[config.mk]
export PLATFORM = sky130hd
export DESIGN_NAME = adv_report_filter_table_top
export DESIGN_NICKNAME = d
export VERILOG_FILES = /design/src/hw/rtl/arft_pkg.sv /design/src/hw/rtl/adv_report_filter_table_top.sv /design/src/hw/rtl/arft_ctrl.sv /design/src/hw/rtl/arft_datapath.sv
export SDC_FILE = /design/constraint.sdc
export NUM_CORES = 1
export LEC_CHECK = 0
export BUFFER_PORTS_ARGS = -buffer_cell sky130_fd_sc_hd__buf_4
export CAP_MARGIN = 10
export CORE_MARGIN = 2
export CORE_UTILIZATION = 62
export CTS_CLUSTER_DIAMETER = 30
export CTS_CLUSTER_SIZE = 8
export DETAILED_ROUTE_END_ITERATION = 7
export PLACE_DENSITY = 0.91
export SETUP_SLACK_MARGIN = 0.05
export SKIP_LAST_GASP = 1
export SYNTH_ARGS = -nofsm -noshare
export SYNTH_HDL_FRONTEND = slang
export SYNTH_SLANG_ARGS = --single-unit
[constraint.sdc]
create_clock -name clk -period 9.7 [get_ports clk]
set_input_delay 1.94 -clock clk [delete_from_list [all_inputs] [get_ports clk]]
set_output_delay 1.94 -clock clk [all_outputs]
set_load 0.01 [all_outputs]
[src/hw/rtl/arft_pkg.sv]
// Package with shared types, codes and constants of the advertisement report filter.
`timescale 1ns / 1ps
package arft_pkg;

	localparam int TABLE_DEPTH    = 10;
	localparam int FILTER_ENTRIES = 4;
	localparam int MAX_PAYLOAD    = 31;

	localparam int ADDR_W   = 48;
	localparam int STR_W    = 8;
	localparam int PLEN_W   = 8;
	localparam int LEN_W    = 5;
	localparam int SLOT_W   = 4;
	localparam int COUNT_W  = 4;
	localparam int CFG_IDX_W = 3;
	localparam int IDX_W    = $clog2(TABLE_DEPTH);
	localparam int FCNT_W   = 3;

	localparam logic signed [STR_W-1:0] THRESHOLD_RESET = -8'sd75;

	typedef enum logic [2:0] {
		ACT_DROPPED   = 3'd0,
		ACT_APPENDED  = 3'd1,
		ACT_OVERWROTE = 3'd2,
		ACT_REFRESHED = 3'd3,
		ACT_CLEARED   = 3'd4
	} arft_action_t;

	typedef enum logic [CFG_IDX_W-1:0] {
		CFG_RECEIVE_ENABLE     = 3'd0,
		CFG_FILTER_MODE        = 3'd1,
		CFG_FILTER_COUNT       = 3'd2,
		CFG_STRENGTH_THRESHOLD = 3'd3,
		CFG_FILTER_ENTRY_0     = 3'd4,
		CFG_FILTER_ENTRY_1     = 3'd5,
		CFG_FILTER_ENTRY_2     = 3'd6,
		CFG_FILTER_ENTRY_3     = 3'd7
	} arft_cfg_idx_t;

	typedef enum logic [1:0] {
		MODE_OPEN    = 2'd0,
		MODE_ADDRESS = 2'd1,
		MODE_KIND    = 2'd2,
		MODE_DROP    = 2'd3
	} arft_mode_t;

	// Commands from the controller to the datapath.
	typedef struct packed {
		logic capture;
		logic commit;
	} arft_cmd_t;

endpackage

[src/hw/rtl/adv_report_filter_table_top.sv]
// Top level of the advertisement report filter with its sender table.
`timescale 1ns / 1ps
// Each input beat (a report or a table clear) yields exactly one result beat.
// An item is first captured into the input register; then, in the evaluation
// state, the filter, the ten-slot sender compare and the table write-back
// all complete and the result register is loaded. The block is ready for the
// next item right after, even while the previous result still waits on
// out_stall; only when that result has not been taken does evaluation wait.
// Configuration writes are registered and belong to idle periods.
module adv_report_filter_table_top (
	input  logic                               clk,
	input  logic                               arst_n,
	input  logic                               cfg_write,
	input  logic [arft_pkg::CFG_IDX_W-1:0]     cfg_index,
	input  logic [arft_pkg::ADDR_W-1:0]        cfg_data,
	input  logic                               in_valid,
	output logic                               in_stall,
	input  logic                               func,
	input  logic [arft_pkg::ADDR_W-1:0]        sender_address,
	input  logic signed [arft_pkg::STR_W-1:0]  signal_strength,
	input  logic [arft_pkg::PLEN_W-1:0]        payload_length,
	output logic                               out_valid,
	input  logic                               out_stall,
	output logic [2:0]                         action,
	output logic [arft_pkg::SLOT_W-1:0]        slot_index,
	output logic [arft_pkg::LEN_W-1:0]         stored_length,
	output logic [arft_pkg::COUNT_W-1:0]       entry_count
);
	import arft_pkg::*;

	arft_cmd_t cmd;

	arft_ctrl u_ctrl (
		.clk       (clk),
		.arst_n    (arst_n),
		.in_valid  (in_valid),
		.in_stall  (in_stall),
		.out_valid (out_valid),
		.out_stall (out_stall),
		.cmd       (cmd)
	);

	arft_datapath u_datapath (
		.clk             (clk),
		.arst_n          (arst_n),
		.cmd             (cmd),
		.cfg_write       (cfg_write),
		.cfg_index       (cfg_index),
		.cfg_data        (cfg_data),
		.func            (func),
		.sender_address  (sender_address),
		.signal_strength (signal_strength),
		.payload_length  (payload_length),
		.action          (action),
		.slot_index      (slot_index),
		.stored_length   (stored_length),
		.entry_count     (entry_count)
	);

endmodule

[src/hw/rtl/arft_ctrl.sv]
// Controller state machine: input capture, evaluation and output beat handshake.
`timescale 1ns / 1ps
module arft_ctrl (
	input  logic             clk,
	input  logic             arst_n,
	input  logic             in_valid,
	output logic             in_stall,
	output logic             out_valid,
	input  logic             out_stall,
	output arft_pkg::arft_cmd_t cmd
);
	import arft_pkg::*;

	typedef enum logic [1:0] {
		ST_IDLE = 2'b01,
		ST_EVAL = 2'b10
	} arft_state_t;

	arft_state_t state_q;
	logic        out_valid_q;
	logic        out_free;

	assign out_free    = !out_valid_q || !out_stall;
	assign in_stall    = (state_q != ST_IDLE);
	assign cmd.capture = (state_q == ST_IDLE) && in_valid;
	assign cmd.commit  = (state_q == ST_EVAL) && out_free;
	assign out_valid   = out_valid_q;

	always_ff @(posedge clk or negedge arst_n) begin
		if (!arst_n) begin
			state_q     <= ST_IDLE;
			out_valid_q <= 1'b0;
		end else begin
			case (state_q)
				ST_IDLE: begin
					if (in_valid) begin
						state_q <= ST_EVAL;
					end
				end
				ST_EVAL: begin
					if (out_free) begin
						state_q <= ST_IDLE;
					end
				end
				default: begin
					state_q <= ST_IDLE;
				end
			endcase
			if (cmd.commit) begin
				out_valid_q <= 1'b1;
			end else if (!out_stall) begin
				out_valid_q <= 1'b0;
			end
		end
	end

endmodule

[src/hw/rtl/arft_datapath.sv]
// Datapath: configuration registers, sender table, filter and result registers.
`timescale 1ns / 1ps
module arft_datapath (
	input  logic                                 clk,
	input  logic                                 arst_n,
	input  arft_pkg::arft_cmd_t                  cmd,
	input  logic                                 cfg_write,
	input  logic [arft_pkg::CFG_IDX_W-1:0]       cfg_index,
	input  logic [arft_pkg::ADDR_W-1:0]          cfg_data,
	input  logic                                 func,
	input  logic [arft_pkg::ADDR_W-1:0]          sender_address,
	input  logic signed [arft_pkg::STR_W-1:0]    signal_strength,
	input  logic [arft_pkg::PLEN_W-1:0]          payload_length,
	output logic [2:0]                           action,
	output logic [arft_pkg::SLOT_W-1:0]          slot_index,
	output logic [arft_pkg::LEN_W-1:0]           stored_length,
	output logic [arft_pkg::COUNT_W-1:0]         entry_count
);
	import arft_pkg::*;

	// Configuration.
	logic                     rx_en_q;
	logic [1:0]               mode_q;
	logic [FCNT_W-1:0]        fcount_q;
	logic signed [STR_W-1:0]  thresh_q;
	logic [ADDR_W-1:0]        fentry_q [FILTER_ENTRIES];

	// Captured input beat.
	logic                     func_q;
	logic [ADDR_W-1:0]        addr_q;
	logic signed [STR_W-1:0]  str_q;
	logic [PLEN_W-1:0]        plen_q;

	// Sender table.
	logic [ADDR_W-1:0]        sender_q [TABLE_DEPTH];
	logic [STR_W-1:0]         strength_q [TABLE_DEPTH];
	logic [LEN_W-1:0]         length_q [TABLE_DEPTH];
	logic [COUNT_W-1:0]       count_q;
	logic [SLOT_W-1:0]        ptr_q;

	// Result registers.
	logic [2:0]               action_q;
	logic [SLOT_W-1:0]        slot_q;
	logic [LEN_W-1:0]         stored_q;
	logic [COUNT_W-1:0]       entry_q;

	logic [FCNT_W-1:0]        fuse;
	logic                     pass;
	logic                     found;
	logic [IDX_W-1:0]         hit_idx;
	logic [LEN_W-1:0]         clamped;
	logic [SLOT_W-1:0]        ring_slot;
	logic [SLOT_W-1:0]        wr_slot;
	logic                     do_write;
	logic                     do_new;
	logic [2:0]               nxt_action;
	logic [SLOT_W-1:0]        nxt_slot;
	logic [LEN_W-1:0]         nxt_stored;
	logic [COUNT_W-1:0]       nxt_count;
	logic [SLOT_W-1:0]        nxt_ptr;

	always_ff @(posedge clk or negedge arst_n) begin
		if (!arst_n) begin
			rx_en_q  <= 1'b0;
			mode_q   <= MODE_OPEN;
			fcount_q <= '0;
			thresh_q <= THRESHOLD_RESET;
			for (int i = 0; i < FILTER_ENTRIES; i++) begin
				fentry_q[i] <= '0;
			end
		end else if (cfg_write) begin
			case (cfg_index)
				CFG_RECEIVE_ENABLE:     rx_en_q  <= cfg_data[0];
				CFG_FILTER_MODE:        mode_q   <= cfg_data[1:0];
				CFG_FILTER_COUNT:       fcount_q <= cfg_data[FCNT_W-1:0];
				CFG_STRENGTH_THRESHOLD: thresh_q <= cfg_data[STR_W-1:0];
				CFG_FILTER_ENTRY_0:     fentry_q[0] <= cfg_data;
				CFG_FILTER_ENTRY_1:     fentry_q[1] <= cfg_data;
				CFG_FILTER_ENTRY_2:     fentry_q[2] <= cfg_data;
				CFG_FILTER_ENTRY_3:     fentry_q[3] <= cfg_data;
				default: ;
			endcase
		end
	end

	always_ff @(posedge clk) begin
		if (cmd.capture) begin
			func_q <= func;
			addr_q <= sender_address;
			str_q  <= signal_strength;
			plen_q <= payload_length;
		end
	end

	// Filter decision; counts above the entry total act as the total.
	always_comb begin
		fuse = (fcount_q > FCNT_W'(FILTER_ENTRIES)) ? FCNT_W'(FILTER_ENTRIES) : fcount_q;
		pass = 1'b0;
		case (mode_q)
			MODE_OPEN: pass = (str_q > thresh_q);
			MODE_ADDRESS: begin
				for (int i = 0; i < FILTER_ENTRIES; i++) begin
					if ((FCNT_W'(i) < fuse) && (fentry_q[i] == addr_q)) begin
						pass = 1'b1;
					end
				end
			end
			MODE_KIND: begin
				for (int i = 0; i < FILTER_ENTRIES; i++) begin
					if ((FCNT_W'(i) < fuse) &&
					    (fentry_q[i][ADDR_W-1:ADDR_W-8] == addr_q[ADDR_W-1:ADDR_W-8])) begin
						pass = 1'b1;
					end
				end
			end
			default: pass = 1'b0;
		endcase
	end

	// Lowest valid slot holding the sender.
	always_comb begin
		found   = 1'b0;
		hit_idx = '0;
		for (int i = TABLE_DEPTH - 1; i >= 0; i--) begin
			if ((COUNT_W'(i) < count_q) && (sender_q[i] == addr_q)) begin
				found   = 1'b1;
				hit_idx = IDX_W'(i);
			end
		end
	end

	always_comb begin
		clamped    = (plen_q > PLEN_W'(MAX_PAYLOAD)) ? LEN_W'(MAX_PAYLOAD) : plen_q[LEN_W-1:0];
		ring_slot  = (ptr_q >= SLOT_W'(TABLE_DEPTH)) ? '0 : ptr_q;
		nxt_action = ACT_DROPPED;
		nxt_slot   = '0;
		nxt_stored = '0;
		nxt_count  = count_q;
		nxt_ptr    = ptr_q;
		do_write   = 1'b0;
		do_new     = 1'b0;
		wr_slot    = '0;
		if (func_q) begin
			nxt_action = ACT_CLEARED;
			nxt_count  = '0;
			nxt_ptr    = '0;
		end else if (rx_en_q && pass) begin
			do_write   = 1'b1;
			nxt_stored = clamped;
			if (found) begin
				nxt_action = ACT_REFRESHED;
				wr_slot    = SLOT_W'(hit_idx);
			end else if (count_q < COUNT_W'(TABLE_DEPTH)) begin
				nxt_action = ACT_APPENDED;
				do_new     = 1'b1;
				wr_slot    = SLOT_W'(count_q);
				nxt_count  = count_q + COUNT_W'(1);
			end else begin
				nxt_action = ACT_OVERWROTE;
				do_new     = 1'b1;
				wr_slot    = ring_slot;
				nxt_ptr    = (ring_slot + SLOT_W'(1) >= SLOT_W'(TABLE_DEPTH)) ?
				             '0 : ring_slot + SLOT_W'(1);
			end
			nxt_slot = wr_slot;
		end
	end

	always_ff @(posedge clk or negedge arst_n) begin
		if (!arst_n) begin
			count_q <= '0;
			ptr_q   <= '0;
		end else if (cmd.commit) begin
			count_q <= nxt_count;
			ptr_q   <= nxt_ptr;
		end
	end

	always_ff @(posedge clk) begin
		if (cmd.commit && do_write) begin
			length_q[wr_slot[IDX_W-1:0]] <= clamped;
			if (do_new) begin
				sender_q[wr_slot[IDX_W-1:0]]   <= addr_q;
				strength_q[wr_slot[IDX_W-1:0]] <= str_q;
			end
		end
	end

	always_ff @(posedge clk) begin
		if (cmd.commit) begin
			action_q <= nxt_action;
			slot_q   <= nxt_slot;
			stored_q <= nxt_stored;
			entry_q  <= nxt_count;
		end
	end

	assign action        = action_q;
	assign slot_index    = slot_q;
	assign stored_length = stored_q;
	assign entry_count   = entry_q;

endmodule
==> summary by stage <==
Run status
The flow ran to the end, and the final reports show no timing, DRC or antenna violations.

Final layout
The commonest non-fill, non-tap cell in the layout is sky130_fd_sc_hd__edfxtp_1. The final design utilization is 75.0%. The final cell count without fillers is 3265.

The repair_antennas step left the layout with diodes totalling 0. The final-stage net count is 2595. The layout cell share with drive strength beyond 1 is 25.1%. The library cells used most frequently in the layout, excluding fill and tap cells, are 561 x sky130_fd_sc_hd__edfxtp_1, 343 x sky130_fd_sc_hd__xor2_1, 311 x sky130_fd_sc_hd__xnor2_1. The area added between synthesis and finish is 19.2%.

The filler cells instantiated in the layout total 3013.

Pwr
The switching power as a share of total power is 24.8%. Registers are responsible for 40.6% of the overall power. The logic gate share of total power is 10.9%. The internal portion of the total power is 7.47 mW. The worst ir drop on vdd is 0.183 mV.

The completed layout was analyzed and its total power is 9.94 mW. The reported net switching power is 2.47 mW. Per report_power, the clock group accounts for 48.5% of the total. The leakage dissipation is 14.8 nW. The power density over cell area is 246 nW/um^2.

Setup path
The arrival time at the worst endpoint is 6.05 ns. The startpoint identified for the worst register-to-register timing path is u_datapath.addr_q[41]$_DFFE_PP_. At the worst endpoint, the required time is 10.03 ns. The startpoint of the worst setup timing path is u_datapath.addr_q[41]$_DFFE_PP_. The endpoint kind of the worst setup timing path is a flip-flop. Across all register-to-register paths, the minimum setup slack is 3.98 ns. The critical path in this run is classified as flip-flop to flip-flop.

The critical path startpoint category is a flip-flop. Of all nets on the critical path, the largest fanout is 48. Counting cells, the worst reg-to-reg path comes to 9. The worst register-to-register path ends at u_datapath.sender_q[5][15]$_DFFE_PP_.

CTS
Clock tree synthesis inserted a total of 147 buffers. CTS built an H-tree with a depth of 4. The CTS tree is done. Clock latency on the worst-skew pair, taken at its later pin, is 0.73 ns. The clock drives 778 sinks. The post-CTS setup buffer count is 0. The number of hold-repair buffers added at the cts stage is 0.

The number of buffers on the longest clock path is 3. The clock transition time at the flip-flop clock pins of the worst setup and hold paths is 0.05 ns. The clock root buffer is sky130_fd_sc_hd__clkbuf_16. In this run, post-CTS repair resized a total of 0 instances.

STA
The total count of hold-check failures in the final report was 0. The worst path in the final design needs a cycle of 5.72 ns, including I/O delays and setup. The clock skew after layout is 0.0314 ns.

The final-report setup violation count is 0. Setup repair after global routing left no endpoint under its margin. The post-route clock period utilization is 59.0%. In the final timing run, aggregate negative setup slack is 0 ns.

Final hold analysis gives a worst-case slack of 0.508 ns. Measured against its own limit, the worst slew margin works out to 14.4%. The number of slew-limit violations in the final report is 0. The highest clock rate is 0.175 GHz.

For the pin with the worst max-slew slack, the measured transition is 1.28 ns.

Global routing
The overall fraction of global-route tracks in use is 34.0%. The via count of the first global-routing pass is 21919. The initial antenna violation count is 1. Entering global routing, the biggest net connects 140 pins. Global routing finished with a remaining overflow of 0. The first global-routing pass estimated 139000 um of wire.

Routing
Wires add up to 93900 um. The detailed-routed wire length on met3 is 9750 um. After detailed routing, the number of remaining DRC violations is 0. The number of vias per cell is 6.37. The routed layout has 20797 vias. The detail route stage leaves a number of antenna-violating nets equal to 0. The initial detailed-routing violation count is 2486.

The average wire per standard cell is 28.7 um. The number of search-and-repair iterations in the first detailed-routing pass is 6. The sum of routed wire segments on met1 is 32900 um. The length of routed met2 wiring is 44400 um.

The uppermost layer routed is met4.

Floorplan
The floorplan step set the die height to 238 um. The floorplan die width is 238 um. The floorplan step defined a die boundary enclosing 56600 um^2. The row count is 85. The number of top-level pins is 139. The placeable core region is 53900 um^2. The initial standard-cell utilization of the core is 62.9%.

Placement
The cell count after placement is 3009. At the end of routability-driven placement, the weighted congestion stood at 0.970. The HPWL reported at the end of detailed placement is 56200 um. The count of buffers added on input and output ports is 138.

Synthesis
The share of synthesized registers carrying an async set or reset is 27.9%. For this run, the register share of the synthesized area comes to 65.7%. The mapped netlist covers 33900 um^2. The mean area per synthesized cell is 15.2 um^2. The synthesized design contains 561 enable-type register cells. Among all flip-flop cells after synthesis, the most frequent one is sky130_fd_sc_hd__edfxtp_1. During synthesis, Yosys emitted a total of 0 warnings. Synthesis inferred 778 register bits. The post-synthesis instance total is 2237. The net count after synthesis is 2370.

The count of distinct cell types in the synthesized netlist is 67.

Min path
The type of the worst min-delay path is flip-flop to flip-flop. The worst hold path begins at u_datapath.thresh_q[6]$_DFFE_PN0P_. The number of cells on the worst hold path is 1. For hold timing, the worst endpoint is u_datapath.thresh_q[6]$_DFFE_PN0P_.

Flow run
The max capacitance violation total is 0.
-- cell usage after synthesis, types with 3 or more instances --
| library cell | number | area [um^2] |
|---|---|---|
| sky130_fd_sc_hd__nand2b_1 | 8 | 50.1 |
| sky130_fd_sc_hd__a211oi_1 | 3 | 22.5 |
| sky130_fd_sc_hd__dfrtp_1 | 211 | 5280 |
| sky130_fd_sc_hd__o2bb2ai_1 | 3 | 26.3 |
| sky130_fd_sc_hd__a21oi_1 | 20 | 100 |
| sky130_fd_sc_hd__xnor2_1 | 311 | 2720 |
| sky130_fd_sc_hd__buf_6 | 4 | 45.0 |
| sky130_fd_sc_hd__a2111oi_0 | 4 | 35.0 |
| sky130_fd_sc_hd__ha_1 | 12 | 150 |
| sky130_fd_sc_hd__xor2_1 | 343 | 3000 |
| sky130_fd_sc_hd__and2_1 | 3 | 18.8 |
| sky130_fd_sc_hd__nor2b_1 | 7 | 43.8 |
| sky130_fd_sc_hd__or3_1 | 4 | 25.0 |
| sky130_fd_sc_hd__nor2_1 | 27 | 101 |
| sky130_fd_sc_hd__edfxtp_1 | 561 | 16800 |
| sky130_fd_sc_hd__nand3_1 | 15 | 75.1 |
| sky130_fd_sc_hd__nor3_1 | 22 | 110 |
| sky130_fd_sc_hd__nand2_1 | 28 | 105 |
| sky130_fd_sc_hd__nand4b_1 | 5 | 43.8 |
| sky130_fd_sc_hd__mux2_2 | 205 | 2310 |
| sky130_fd_sc_hd__inv_1 | 42 | 158 |
| sky130_fd_sc_hd__o21ai_0 | 5 | 25.0 |
| sky130_fd_sc_hd__o211ai_1 | 4 | 30.0 |
| sky130_fd_sc_hd__or4_1 | 5 | 37.5 |
| sky130_fd_sc_hd__buf_1 | 8 | 30.0 |
| sky130_fd_sc_hd__nor3_2 | 3 | 30.0 |
| sky130_fd_sc_hd__buf_4 | 35 | 263 |
| sky130_fd_sc_hd__nor4_1 | 101 | 632 |
| sky130_fd_sc_hd__buf_2 | 22 | 110 |
| sky130_fd_sc_hd__dfstp_2 | 6 | 158 |
| sky130_fd_sc_hd__o22ai_1 | 4 | 25.0 |
| sky130_fd_sc_hd__a211o_1 | 3 | 26.3 |
| sky130_fd_sc_hd__nand4_1 | 95 | 594 |
| sky130_fd_sc_hd__o2111ai_1 | 3 | 26.3 |
| sky130_fd_sc_hd__o221ai_1 | 6 | 52.6 |
| sky130_fd_sc_hd__clkbuf_1 | 57 | 214 |
| sky130_fd_sc_hd__nor3b_1 | 3 | 22.5 |
-- stage by stage --
| stage | cell area [um^2] | setup slack (ns) |
|---|---|---|
| CTS | 40400 | 4.13 |
| global route | 40400 | 3.79 |
| global placement | 35700 | 4.34 |
| floorplan | 33900 | 0.407 |
| detailed placement | 35700 | 4.17 |
| finish | 40400 | 3.98 |
-- kinds of logic after synthesis --
family / Yosys count / synth area share (%)
AND/OR/NAND/NOR: 337 / 5.89
buffers and inverters: 170 / 2.44
multiplexers: 207 / 6.88
AO/OA/AOI/OAI: 79 / 1.74
XOR/XNOR: 654 / 16.9
adder cells (fa/ha/maj): 12 / 0.443
flip-flops: 778 / 65.7
-- how the worst max path moves through the flow --
| stage | endpoint | depth (start not counted) | slack [ns] |
|---|---|---|---|
| after detailed placement | u_datapath.sender_q[5][22]$_DFFE_PP_ | 8 | 4.17 |
| after floorplan | u_datapath.sender_q[1][0]$_DFFE_PP_ | 4 | 0.41 |
| after CTS | u_datapath.sender_q[5][15]$_DFFE_PP_ | 8 | 4.13 |
| after global placement | u_datapath.sender_q[5][17]$_DFFE_PP_ | 9 | 4.34 |
| after global routing | u_datapath.sender_q[5][15]$_DFFE_PP_ | 8 | 3.79 |
| final | u_datapath.sender_q[5][15]$_DFFE_PP_ | 9 | 3.98 |
-- power groups by stage --
| stage | Combinational [mW] | Clock [mW] | Sequential (mW) |
|---|---|---|---|
| after floorplan | 0.694 | 0 | 4.03 |
| after global placement | 1.01 | 0 | 4.06 |
| after detailed placement | 1.05 | 0 | 4.07 |
| after CTS | 1.07 | 4.85 | 4.03 |
| after global routing | 1.15 | 5.02 | 4.05 |
| final | 1.09 | 4.82 | 4.03 |
-- area by class of cell --
cell class	instances	area [um^2]	share of cell area, %
clock buffer	193	4070	10.1
clock inverter	63	637	1.58
inverter	44	165	0.409
multi-input combinational	1289	10900	26.9
sequential	778	22300	55.1
tap	696	871	2.15
timing repair buffer	202	1520	3.77
-- flip-flops by register name, summed over array words and instances, names as in the netlist, 5 cells and up --
signal,count
u_datapath.thresh_q,8
u_datapath.sender_q,480
u_datapath.str_q,8
u_datapath.stored_length,5
u_datapath.addr_q,48
u_datapath.fentry_q,192
u_datapath.plen_q,8
-- per-layer routing --
layer | up-vias | global-route usage (%)
li1 | 8581 | -
met1 | 10464 | 41.4
met2 | 1395 | 53.5
met3 | 357 | 8.68
met4 | 0 | 24.0
met5 | - | 0
-- critical path, cell delays in order (launching register included) --
cell and delay, ns:
sky130_fd_sc_hd__edfxtp_1 0.76, sky130_fd_sc_hd__buf_4 0.41, sky130_fd_sc_hd__xor2_1 0.11, sky130_fd_sc_hd__nor4_1 0.43, sky130_fd_sc_hd__nand4_1 0.38, sky130_fd_sc_hd__a41o_1 0.36, sky130_fd_sc_hd__o221ai_1 0.31, sky130_fd_sc_hd__nand4b_1 0.73
sky130_fd_sc_hd__and3b_1 0.71, sky130_fd_sc_hd__and3b_2 1.08
No activity file was read; power rests on OpenSTA's default activity.
